--- config.mk ---
export PLATFORM = sky130hd
export DESIGN_NAME = bfiq_queue
export DESIGN_NICKNAME = d
export VERILOG_FILES = /design/src/sv/bfiq_pkg.sv /design/src/sv/bfiq_queue.sv
export SDC_FILE = /design/constraint.sdc
export NUM_CORES = 1
export LEC_CHECK = 0
export ABC_AREA = 1
export BUFFER_PORTS_ARGS = -buffer_cell sky130_fd_sc_hd__buf_2
export CORE_MARGIN = 3
export CORE_UTILIZATION = 45
export DETAILED_ROUTE_END_ITERATION = 12
export GPL_TIMING_DRIVEN = 0
export PLACE_DENSITY = 0.77
export SYNTH_ARGS = -nofsm -noshare
export SYNTH_HDL_FRONTEND = slang
export SYNTH_SLANG_ARGS = --single-unit
--- constraint.sdc ---
create_clock -name clock -period 10.1 [get_ports clock]
set_clock_uncertainty 0.2 [all_clocks]
set_input_delay 1.01 -clock clock [delete_from_list [all_inputs] [get_ports clock]]
set_output_delay 1.01 -clock clock [all_outputs]
set_load 0.01 [all_outputs]
--- src/sv/bfiq_pkg.sv ---
// ----------------------------------------------------------------------------
// bfiq_pkg
// Types, hash constants and a remainder helper shared by the bloom filter blocks.
// ----------------------------------------------------------------------------
package bfiq_pkg;

   localparam int MAX_FILTER_BITS = 65536;
   localparam int MAX_KEY_BITS    = 64;
   localparam int WORD_COUNT      = MAX_FILTER_BITS / 64;
   localparam int ADDR_W          = $clog2(WORD_COUNT);
   localparam int POS_W           = $clog2(MAX_FILTER_BITS);
   localparam int MOD_W           = POS_W + 1;

   localparam logic [63:0] MM_C1  = 64'h87c37b91114253d5;
   localparam logic [63:0] MM_C2  = 64'h4cf5ad432745937f;
   localparam logic [63:0] MM_FM1 = 64'hff51afd7ed558ccd;
   localparam logic [63:0] MM_FM2 = 64'hc4ceb93e5ec53a63;

   localparam logic [1:0] CSR_HASH_COUNT  = 2'd0;
   localparam logic [1:0] CSR_FILTER_BITS = 2'd1;
   localparam logic [1:0] CSR_HASH_SEED   = 2'd2;

   localparam logic [5:0]  RST_HASH_COUNT  = 6'd4;
   localparam logic [16:0] RST_FILTER_BITS = 17'd4793;
   localparam logic [31:0] RST_HASH_SEED   = 32'd100;

   typedef enum logic [1:0] {
      MODE_INSERT = 2'd0,
      MODE_QUERY  = 2'd1,
      MODE_CLEAR  = 2'd2,
      MODE_NONE   = 2'd3
   } mode_type;

   // hashed transaction handed from front to back
   typedef struct packed {
      mode_type    mode;
      logic [63:0] h0;
      logic [63:0] h1;
   } bfiq_job_type;

   typedef struct packed {
      logic [5:0]       hash_count;
      logic [MOD_W-1:0] modulus;
   } bfiq_cfg_type;

   // four restoring remainder steps, MSB first
   function automatic logic [POS_W-1:0] mod_step4(input logic [POS_W-1:0] r,
                                                  input logic [3:0] bits,
                                                  input logic [MOD_W-1:0] m);
      logic [POS_W-1:0] acc;
      logic [MOD_W-1:0] t;
      acc = r;
      for (int k = 3; k >= 0; k--) begin
         t = {acc, bits[k]};
         if (t >= m) begin
            t = t - m;
         end
         acc = t[POS_W-1:0];
      end
      return acc;
   endfunction

endpackage

--- src/sv/bfiq_queue.sv ---
// ----------------------------------------------------------------------------
// bfiq_queue
// Two-entry queue of hashed transactions between front and back.
// ----------------------------------------------------------------------------
module bfiq_queue
   import bfiq_pkg::*;
(
   input  logic         clock,
   input  logic         reset,
   input  logic         push,
   input  bfiq_job_type push_job,
   output logic         full,
   input  logic         pop,
   output bfiq_job_type head,
   output logic         empty
);

   bfiq_job_type slot_ff [2];
   logic         wr_ff, wr_in;
   logic         rd_ff, rd_in;
   logic [1:0]   cnt_ff, cnt_in;

   assign full  = (cnt_ff == 2'd2);
   assign empty = (cnt_ff == 2'd0);
   assign head  = slot_ff[rd_ff];

   always_comb begin
      wr_in  = push ? !wr_ff : wr_ff;
      rd_in  = pop ? !rd_ff : rd_ff;
      cnt_in = cnt_ff + {1'b0, push} - {1'b0, pop};
   end

   always_ff @(posedge clock) begin
      if (reset) begin
         wr_ff  <= 1'b0;
         rd_ff  <= 1'b0;
         cnt_ff <= 2'd0;
      end else begin
         wr_ff  <= wr_in;
         rd_ff  <= rd_in;
         cnt_ff <= cnt_in;
      end
      if (push) begin
         slot_ff[wr_ff] <= push_job;
      end
   end

`ifndef SYNTHESIS
   a_no_overflow: assert property (@(posedge clock) disable iff (reset)
      !(push && full && !pop))
      else $error("queue overflow");
   a_no_underflow: assert property (@(posedge clock) disable iff (reset)
      !(pop && empty))
      else $error("queue underflow");
   a_count_move: assert property (@(posedge clock) disable iff (reset)
      (push && !pop) |=> (cnt_ff == $past(cnt_ff) + 2'd1))
      else $error("queue count did not advance");
`endif

endmodule

==> qor.csv <==
stage,metric,value,unit
drt,"antenna viol nets, final",0,
drt,via/cell ratio,4.88,
sta,Max Transition Viols Final,0,
clock_network,CTS H-tree lvls,1,
sta,count of endpoints failing setup in the final report,0,
floorplan,total core area,20600,um2
floorplan,floorplan row count,52,
placement,Cell Count Post-Placement,975,
sta,sum of negative setup slack,0,ns
drt,Total Wirelength,18.4,mm
placement,worst setup slack before clock tree synthesis,6.92,ns
critical_path,startpoint type of the worst setup path,register,
final_layout,Finished Core Util,0.597,
grt,met1 track demand over resource in global routing,0.177,
clock_network,cells resized by post-CTS repair,0,
floorplan,overall die height,152,um
critical_path,path type of the worst setup path,register to output port,
yosys,net count after synthesis,571,
clock_network,clock tree from TritonCTS,done,
sta,fmax,325,MHz
floorplan,die footprint,23200,um2
critical_path,Critical Path AT,1.87,ns
critical_path,minimum setup slack among reg-to-reg paths,7.79,ns
power_and_ir_drop,power per unit of standard cell area,205,nW/um2
placement,PortBufs,265,
critical_path,worst-path cell chain,buf_4 > buf_6 > mux2_2 > buf_2,
yosys,"Warnings, synthesis",0,
drt,average wire per cell in the routed design,18.1,um
final_layout,Final Net Count,869,
clock_network,cts bufs inserted,26,
final_layout,growth of design area from synthesis to finish,27.9,%
sta,worst slew pin tran,0.927,ns
grt,overall fraction of global-route tracks in use,0.153,
grt,busiest grt layer,met2,
run_status,run status,completed,
run,max capacitance violation total,0,
grt,number of global-route vias before repair,5368,
worst_hold_path,worst hold path cell count,2,
critical_path,largest fanout of any net on the critical path,10,
sta,worst slew margin relative to its limit,0.380,
worst_hold_path,worst hold-check path type,register to register,
placement,final RePlAce weighted congestion,0.786,
placement,DP Wirelength,13.1,mm
drt,Initial DRT Pass Iterations,4,
grt,fraction of met2 tracks used by global routing,0.275,
clock_network,buffer depth of the longest clock path,3,
floorplan,die width,152,um
clock_network,master cell of the clock root buffer,sky130_fd_sc_hd__clkbuf_16,
grt,global-route wire length before repair,28.8,mm
final_layout,share of cells above drive strength 1,0.608,
grt,initial antenna violation count,2,
yosys,"Seq/Total Area, Yosys",0.821,
sta,final period utilization,0.305,
yosys,Mean Syn Cell Area,22.1,um2
drt,Via Count,4982,
final_layout,final non-filler cell total,1020,
worst_hold_path,hold path start,rd_ff,
sta,Final Hold Vio Count,0,
grt,"Remaining Overflow, GRT",0,
critical_path,slowest CP cell,sky130_fd_sc_hd__dfxtp_1,
critical_path,Reg-to-Reg Start,wr_ff,
sta,minimum setup slack in the final design,7.02,ns
clock_network,number of hold buffers added after cts,0,
yosys,post-synthesis cell area,9630,um2
final_layout,final antenna diode count,0,
drt,DRC marker count from the first detailed-route iteration,178,
sta,time the worst path needs with I/O delays and setup,3.08,ns
grt,largest net degree at the start of global routing,75,
clock_network,insertion delay of the later-clocked pin in the worst-skew pair,0.51,ns
critical_path,Critical Path End Type,output port,
drt,number of DRC violations after detailed routing,0,
critical_path,reg-to-reg endpoint,slot_ff[0][41],
sta,unrepaired setup endpoints after global routing,false,
critical_path,endpoint required time on the critical path,8.89,ns
critical_path,count of cells along the worst register-to-register path,4,
clock_network,clock transition at the register clock pins on the worst setup and hold paths after CTS,0.06,ns
critical_path,slowest cell delay on critical path,0.37,ns
clock_network,number of sinks handled by clock tree synthesis,265,
floorplan,I/O pin count,266,
floorplan,effective utilization at floorplan,0.467,
power_and_ir_drop,peak ir drop on the vdd network,0.000155,V
power_and_ir_drop,leakage power summed over all cells,4.67,nW
clock_network,post-CTS setup buffer count,0,
yosys,post-synthesis register bit count,265,
yosys,post-synthesis cell count,435,
yosys,synth unique cells,14,
grt,fraction of met3 tracks used by global routing,0.0471,
-- cell usage after synthesis, drive strengths merged --
cell type  count  area [um2]
buf           14         135
nand2          4        15.0
nand3          1        5.00
mux2         130        1460
inv            8        30.0
nor3           1        5.00
nor2           8        30.0
dfxtp          5         100
a21oi          1        5.00
ha             2        25.0
xnor2          1        8.76
edfxtp       260        7810
-- critical path: cells and delay by family (launching register included) --
family,cells,cell delay (ns)
buffers and inverters,3,0.62
flip-flops,1,0.37
multiplexers,1,0.35
-- metal layers --
metal / wire (um) / share of wire / up-vias
li1: - / - / 2312
met1: 6880 / 0.37 / 2431
met2: 9490 / 0.52 / 197
met3: 1520 / 0.082 / 38
met4: 509 / 0.028 / 4
met5: 22 / 0.0012 / -
-- logic make-up after synthesis --
logic type	Yosys count	share of synthesized area
compound gates	1	0.000519
xor+xnor	1	0.000910
fa+ha+maj	2	0.00260
buf+inv	22	0.0171
flops	265	0.821
mux	130	0.152
simple gates	14	0.00572
-- placed cells by master, fill, tap and decap left out, drive strengths merged --
cell type / count
clkinvlp: 1
clkbuf: 27
nand2: 4
mux2: 130
nor2: 8
buf: 284
inv: 8
nand3: 1
clkinv: 12
a21oi: 1
edfxtp: 260
xnor2: 1
nor3: 1
ha: 2
dfxtp: 5
bufinv: 5
-- final cells by class --
type,instances,area (um2)
fill,1491,8310
sequential,265,7910
tap,270,338
clock buffer,27,676
clock inverter,18,211
multi-input combinational,148,1570
buffer,14,135
inverter,8,35.0
timing repair buffer,270,1450
-- state kept, by name (all words and copies together) (netlist names), named ones only --
name	count
rd_ff	1
slot_ff	260
wr_ff	1
cnt_ff	2
-- stage by stage --
step	area [um2]	hold slack (ns)	power, mW
global placement	11300	0.296	1.57
finish	12300	0.332	2.53
floorplan	9630	0.280	1.46
detailed placement	11400	0.314	1.58
CTS	12300	0.333	2.56
global route	12300	0.349	2.63
-- worst max path at each step --
stage               startpoint              to  slack (ns)  cells after the start
finish                register        head[40]        7.02                      4
global route          register        head[40]        6.92                      4
CTS                   register        head[40]        6.97                      4
detailed placement        push  slot_ff[0][42]        6.92                      6
global placement          push  slot_ff[0][82]        0.27                      3
floorplan                 push   slot_ff[0][0]        2.79                      2
-- report_power, final --
group	leakage [nW]	internal (mW)	total (mW)	switching (mW)
clock	0.439	0.608	0.979	0.371
sequential	2.48	1.27	1.29	0.0137
combinational	1.75	0.127	0.263	0.137
Power figures use the tool's default switching activity.
