File: config.mk
export PLATFORM = sky130hd
export DESIGN_NAME = bfiq_front
export DESIGN_NICKNAME = d
export VERILOG_FILES = /design/src/sv/bfiq_pkg.sv /design/src/sv/bfiq_front.sv
export SDC_FILE = /design/constraint.sdc
export NUM_CORES = 2
export LEC_CHECK = 0
export BUFFER_PORTS_ARGS = -buffer_cell sky130_fd_sc_hd__buf_2
export CAP_MARGIN = 20
export CORE_MARGIN = 1
export CORE_UTILIZATION = 45
export DETAILED_ROUTE_END_ITERATION = 10
export PLACE_DENSITY = 0.65
export SYNTH_ARGS = -nofsm -noshare
export SYNTH_HDL_FRONTEND = slang
export SYNTH_SLANG_ARGS = --single-unit
File: constraint.sdc
create_clock -name clock -period 12.8 [get_ports clock]
set_input_delay 0.64 -clock clock [delete_from_list [all_inputs] [get_ports clock]]
set_output_delay 0.64 -clock clock [all_outputs]
set_load 0.02 [all_outputs]
File: src/sv/bfiq_pkg.sv
// ----------------------------------------------------------------------------
// bfiq_pkg
// Types, hash constants and a remainder helper shared by the bloom filter blocks.
// ----------------------------------------------------------------------------
package bfiq_pkg;

   localparam int MAX_FILTER_BITS = 65536;
   localparam int MAX_KEY_BITS    = 64;
   localparam int WORD_COUNT      = MAX_FILTER_BITS / 64;
   localparam int ADDR_W          = $clog2(WORD_COUNT);
   localparam int POS_W           = $clog2(MAX_FILTER_BITS);
   localparam int MOD_W           = POS_W + 1;

   localparam logic [63:0] MM_C1  = 64'h87c37b91114253d5;
   localparam logic [63:0] MM_C2  = 64'h4cf5ad432745937f;
   localparam logic [63:0] MM_FM1 = 64'hff51afd7ed558ccd;
   localparam logic [63:0] MM_FM2 = 64'hc4ceb93e5ec53a63;

   localparam logic [1:0] CSR_HASH_COUNT  = 2'd0;
   localparam logic [1:0] CSR_FILTER_BITS = 2'd1;
   localparam logic [1:0] CSR_HASH_SEED   = 2'd2;

   localparam logic [5:0]  RST_HASH_COUNT  = 6'd4;
   localparam logic [16:0] RST_FILTER_BITS = 17'd4793;
   localparam logic [31:0] RST_HASH_SEED   = 32'd100;

   typedef enum logic [1:0] {
      MODE_INSERT = 2'd0,
      MODE_QUERY  = 2'd1,
      MODE_CLEAR  = 2'd2,
      MODE_NONE   = 2'd3
   } mode_type;

   // hashed transaction handed from front to back
   typedef struct packed {
      mode_type    mode;
      logic [63:0] h0;
      logic [63:0] h1;
   } bfiq_job_type;

   typedef struct packed {
      logic [5:0]       hash_count;
      logic [MOD_W-1:0] modulus;
   } bfiq_cfg_type;

   // four restoring remainder steps, MSB first
   function automatic logic [POS_W-1:0] mod_step4(input logic [POS_W-1:0] r,
                                                  input logic [3:0] bits,
                                                  input logic [MOD_W-1:0] m);
      logic [POS_W-1:0] acc;
      logic [MOD_W-1:0] t;
      acc = r;
      for (int k = 3; k >= 0; k--) begin
         t = {acc, bits[k]};
         if (t >= m) begin
            t = t - m;
         end
         acc = t[POS_W-1:0];
      end
      return acc;
   endfunction

endpackage

File: src/sv/bfiq_front.sv
// ----------------------------------------------------------------------------
// bfiq_front
// Accepts transactions, hashes keys with MurmurHash3 x64 128 on a shared
// 32x32 multiplier (three partial products per 64-bit multiply).
// ----------------------------------------------------------------------------
module bfiq_front
   import bfiq_pkg::*;
(
   input  logic               clock,
   input  logic               reset,
   input  logic               req_valid,
   output logic               req_ready,
   input  logic [1:0]         req_mode,
   input  logic [63:0]        req_key_value,
   input  logic [6:0]         req_key_length_bits,
   input  logic [31:0]        hash_seed,
   input  logic               hold,
   output logic               push,
   output bfiq_job_type       push_job,
   input  logic               q_full
);

   typedef enum logic [3:0] {
      F_IDLE, F_K1A, F_K1B, F_SEED, F_ADD1, F_ADD2,
      F_M1, F_M2, F_M3, F_M4, F_ADD3, F_ADD4, F_PUSH
   } fstate_type;

   fstate_type  state_ff, state_in;
   logic [1:0]  phase_ff, phase_in;
   logic [63:0] x_ff, x_in;
   logic [63:0] acc_ff, acc_in;
   logic [63:0] h1_ff, h1_in;
   logic [63:0] h2_ff, h2_in;
   logic [3:0]  nb_ff, nb_in;
   mode_type    mode_ff, mode_in;

   logic [63:0] mul_c;
   logic [31:0] mul_a, mul_b;
   logic [63:0] mul_p;
   logic [63:0] prod;
   logic        is_mul;
   logic [6:0]  len_c;
   logic [3:0]  nbytes;
   logic [63:0] key_mask;
   logic [63:0] seed64;

   always_comb begin
      unique case (state_ff)
         F_K1A:        mul_c = MM_C1;
         F_K1B:        mul_c = MM_C2;
         F_M1, F_M3:   mul_c = MM_FM1;
         default:      mul_c = MM_FM2;
      endcase
   end

   assign is_mul = (state_ff == F_K1A) || (state_ff == F_K1B) || (state_ff == F_M1) ||
                   (state_ff == F_M2) || (state_ff == F_M3) || (state_ff == F_M4);

   always_comb begin
      unique case (phase_ff)
         2'd0:    begin mul_a = x_ff[31:0];  mul_b = mul_c[31:0];  end
         2'd1:    begin mul_a = x_ff[31:0];  mul_b = mul_c[63:32]; end
         default: begin mul_a = x_ff[63:32]; mul_b = mul_c[31:0];  end
      endcase
   end

   assign mul_p = {32'd0, mul_a} * {32'd0, mul_b};
   assign prod  = {acc_ff[63:32] + mul_p[31:0], acc_ff[31:0]};

   assign len_c  = (req_key_length_bits > 7'(MAX_KEY_BITS)) ? 7'(MAX_KEY_BITS)
                                                              : req_key_length_bits;
   assign nbytes = 4'((len_c + 7'd7) >> 3);
   assign key_mask = (nbytes >= 4'd8) ? {64{1'b1}}
                                      : ((64'd1 << {nbytes[2:0], 3'b000}) - 64'd1);
   assign seed64 = {32'd0, hash_seed};

   assign req_ready = (state_ff == F_IDLE) && !hold;
   assign push      = (state_ff == F_PUSH) && !q_full;
   assign push_job  = '{mode: mode_ff, h0: h1_ff, h1: h2_ff};

   always_comb begin
      state_in = state_ff;
      phase_in = phase_ff;
      x_in     = x_ff;
      acc_in   = acc_ff;
      h1_in    = h1_ff;
      h2_in    = h2_ff;
      nb_in    = nb_ff;
      mode_in  = mode_ff;
      if (is_mul) begin
         unique case (phase_ff)
            2'd0:    begin acc_in = mul_p; phase_in = 2'd1; end
            2'd1:    begin acc_in = prod;  phase_in = 2'd2; end
            default: phase_in = 2'd0;
         endcase
      end
      unique case (state_ff)
         F_IDLE: begin
            if (req_valid && req_ready) begin
               mode_in = mode_type'(req_mode);
               nb_in   = nbytes;
               x_in    = req_key_value & key_mask;
               phase_in = 2'd0;
               if (req_mode == MODE_INSERT || req_mode == MODE_QUERY) begin
                  state_in = F_K1A;
               end else begin
                  state_in = F_PUSH;
               end
            end
         end
         F_K1A: if (phase_ff == 2'd2) begin
            x_in = {prod[32:0], prod[63:33]};   // rotl 31
            state_in = F_K1B;
         end
         F_K1B: if (phase_ff == 2'd2) begin
            x_in = prod;
            state_in = F_SEED;
         end
         F_SEED: begin
            h1_in = seed64 ^ x_ff ^ {60'd0, nb_ff};
            h2_in = seed64 ^ {60'd0, nb_ff};
            state_in = F_ADD1;
         end
         F_ADD1: begin
            h1_in = h1_ff + h2_ff;
            state_in = F_ADD2;
         end
         F_ADD2: begin
            h2_in = h2_ff + h1_ff;
            x_in  = h1_ff ^ (h1_ff >> 33);
            state_in = F_M1;
         end
         F_M1, F_M3: if (phase_ff == 2'd2) begin
            x_in = prod ^ (prod >> 33);
            state_in = (state_ff == F_M1) ? F_M2 : F_M4;
         end
         F_M2: if (phase_ff == 2'd2) begin
            h1_in = prod ^ (prod >> 33);
            x_in  = h2_ff ^ (h2_ff >> 33);
            state_in = F_M3;
         end
         F_M4: if (phase_ff == 2'd2) begin
            h2_in = prod ^ (prod >> 33);
            state_in = F_ADD3;
         end
         F_ADD3: begin
            h1_in = h1_ff + h2_ff;
            state_in = F_ADD4;
         end
         F_ADD4: begin
            h2_in = h2_ff + h1_ff;
            state_in = F_PUSH;
         end
         F_PUSH: if (!q_full) begin
            state_in = F_IDLE;
         end
         default: state_in = F_IDLE;
      endcase
   end

   always_ff @(posedge clock) begin
      if (reset) begin
         state_ff <= F_IDLE;
         phase_ff <= 2'd0;
      end else begin
         state_ff <= state_in;
         phase_ff <= phase_in;
      end
      x_ff    <= x_in;
      acc_ff  <= acc_in;
      h1_ff   <= h1_in;
      h2_ff   <= h2_in;
      nb_ff   <= nb_in;
      mode_ff <= mode_in;
   end

endmodule

==> results.md <==
* Status: complete, but fails checks
* Failing checks: design-rule violations
* Post-synthesis net count at 7240
* CP max stage delay at 580 ps
* Slew headroom at 17.3%
* Worst reg2reg setup slack at 610 ps
* Clk_lat worst skew at 600 ps
* Async S/R FF share, synth at 0%
* Commonest non-fill, non-tap cell in the layout: inv_1
* DIE AREA at 117000 µm²
* Synth Area in Compound Gates at 12.7%
* Overflow after GRT at 0
* Setup-failing EPs final at 0
* Clock Sinks at 268
* Root Buffer: clkbuf_16
* Maxcap violations at 0
* First-pass GRT wire length at 304 mm
* Tcrit/Tclk final at 95.2%
* I/O Buffers at 241
* Via density per instance at 6.13
* Reg2reg end: h1_ff[28]
* Routed vias at 46000
* Total detailed-routing wirelength at 208 mm
* Cell area after synthesis at 52200 µm²
* CTS H-Tree Depth at 1
* Hold Path Class: input port to flip-flop
* Drt wl/cell at 27.7 µm
* TritonCTS clock tree: built
* GR Util All Layers at 35.3%
* Syn avg cell area at 8.88 µm²
* Largest net degree at the start of global routing at 65
* Routed Antenna Nets at 0
* Die width at 343 µm
* Post-synth EDFFs at 262
* Cells after Synth at 5873
* Most used cell, CP: fa_1
* Min-Delay Path Depth at 1
* Yosys Warn Count at 0
* Largest family of logic cells by synthesized area: adder cells
* Crit-path max FO at 33
* RSZ-0062 raised after global routing: no
* DP HPWL at 163 mm
* Final nets at 7322
* Vias in the first global route at 46300
* Fraction of layout instances using a drive strength above 1 at 8.45%
* Crit end category: flip-flop
* CP Launch Type: flip-flop
* Simple-Gate Fraction of Synth Area at 13.8%
* Kind of critical path: flip-flop to flip-flop
* Number of antenna violations at the first check in global routing at 8
* Worst-path clk slew at 60 ps
* Slew Limit Fails at 0
* Most frequent cells in the layout: 964 x inv_1, 898 x fa_1, 857 x nand2_1
* Syn-to-layout area delta at 7.76%
* Initial core utilization at 45.5%
* Final Hold Vio Count at 0
* Setup_tns at 0 ps
* Post-synthesis register bit count at 268
* Area share of fa/ha/maj cells after synthesis at 43.1%
* Maximum clock frequency at 82.0 MHz
* Core area at 115000 µm²
* Predominant post-synthesis flop cell: edfxtp_1
* Hold path start: req_mode[0]
* DRC at 44
* Post-CTS Setup Repair Bufs at 0
* Hold worst-path end: mode_ff[0]
* Worst-Margin Slew at 1240 ps
* Die Y at 343 µm
* Fin Hold WS at 229 ps
* Placer Congestion at 1.02
* Synth Area in XOR/XNOR at 4.87%
* Worst path slowest cell: xor2_1
* Hold Buf Count CTS at 0
* Post-CTS Resized at 0
* Bufs on Longest Clock Path at 3
* Starting DRC count in detailed routing at 5642
* Crit path from: state_ff[1]
* Period minus WS final at 12190 ps
* Std-Cell Rows at 124
* Io pins at 242
* Crit path required time at 13090 ps
* Reg2Reg Depth at 40
* Worst path arrival time at 12480 ps
* Mux contribution to synthesized area at 0.923%
* Synth unique cells at 84
* Reg2reg start: state_ff[1]
* DRT Pass-1 Iters at 11
* Max Clock Skew at 20.8 ps
* Seq/Total Area, Yosys at 15.3%
* TritonCTS buffer count at 30
==> Yosys cell counts (all sizes together), types with 10 or more instances <==
| master | count | area (µm²) |
|---|---|---|
| a211oi | 14 | 110 |
| a21boi | 14 | 105 |
| a21o | 77 | 578 |
| a21oi | 240 | 1200 |
| a221o | 38 | 380 |
| a221oi | 27 | 236 |
| a222oi | 15 | 150 |
| a22o | 10 | 87.6 |
| a22oi | 68 | 510 |
| a31oi | 29 | 181 |
| and2 | 44 | 275 |
| and3 | 13 | 81.3 |
| buf | 34 | 134 |
| clkbuf | 286 | 1070 |
| clkinv | 11 | 41.3 |
| edfxtp | 262 | 7870 |
| fa | 898 | 18000 |
| ha | 359 | 4490 |
| inv | 964 | 3620 |
| mux2 | 23 | 259 |
| mux2i | 20 | 200 |
| nand2 | 859 | 3220 |
| nand2b | 22 | 138 |
| nand3 | 72 | 360 |
| nand4 | 43 | 269 |
| nor2 | 543 | 2040 |
| nor2b | 24 | 150 |
| nor3 | 52 | 265 |
| nor4 | 16 | 106 |
| o2111ai | 13 | 114 |
| o211ai | 20 | 150 |
| o21a | 23 | 173 |
| o21ai | 221 | 1110 |
| o21bai | 24 | 180 |
| o221ai | 56 | 497 |
| o22ai | 43 | 269 |
| o31ai | 13 | 103 |
| or3 | 11 | 68.8 |
| xnor2 | 158 | 1380 |
| xor2 | 124 | 1090 |
==> worst max path at each step <==
stage / endpoint / cells past startpoint
2_1_floorplan: x_ff[28] / 40
3_3_place_gp: h1_ff[28] / 33
3_5_place_dp: x_ff[28] / 40
4_1_cts: x_ff[28] / 40
5_1_grt: x_ff[28] / 40
6_report: h1_ff[28] / 40
==> per-stage QoR <==
step	instance area [µm²]	cells	setup WS (ps)	util (%)
6_report	56200	7491	609	49.0
5_1_grt	56200	7489	135	49.0
4_1_cts	56200	7488	823	49.0
3_5_place_dp	55300	7434	872	48.2
3_3_place_gp	55300	7432	1150	48.2
2_1_floorplan	52200	5873	2640	-
==> state kept, by name (all words and copies together) (netlist names) <==
register  flops
acc_ff       64
h1_ff        64
h2_ff        64
x_ff         64
nb_ff         4
state_ff      4
mode_ff       2
phase_ff      2
==> logic make-up after synthesis <==
kind of cell    Yosys count
mux                      44
simple gates           1731
fa+ha+maj              1257
flops                   268
buf+inv                1295
compound gates          993
xor+xnor                285
==> final cells by class <==
class | instances | area (µm²)
Fill cell | 10900 | 58400
Multi-Input combinational cell | 4310 | 39600
Sequential cell | 268 | 7990
Inverter | 975 | 3660
Timing Repair Buffer | 370 | 2190
Tap cell | 1512 | 1890
Clock buffer | 43 | 821
Clock inverter | 11 | 100
Antenna cell | 2 | 5.00
==> worst max-delay path: cells and delay by family (launching register included) <==
family                   cells  cell delay [ps]
AND/OR/NAND/NOR             10             2010
buffers and inverters       10             2010
adder cells (fa/ha/maj)     10             4830
XOR/XNOR                     3             1140
AO/OA/AOI/OAI                7             1510
flip-flops                   1              310
==> routing by layer <==
layer	track usage, %	vias to the layer above	share of wire, %
met4	21.2	4	7.6
met5	0	-	0.015
li1	-	19200	-
met1	46.0	22700	37
met3	8.51	728	13
met2	53.2	3357	43
Power is left out: the tool's default activity adds up to more than one toggle a clock period on the data nets, which glitch-free logic cannot reach.
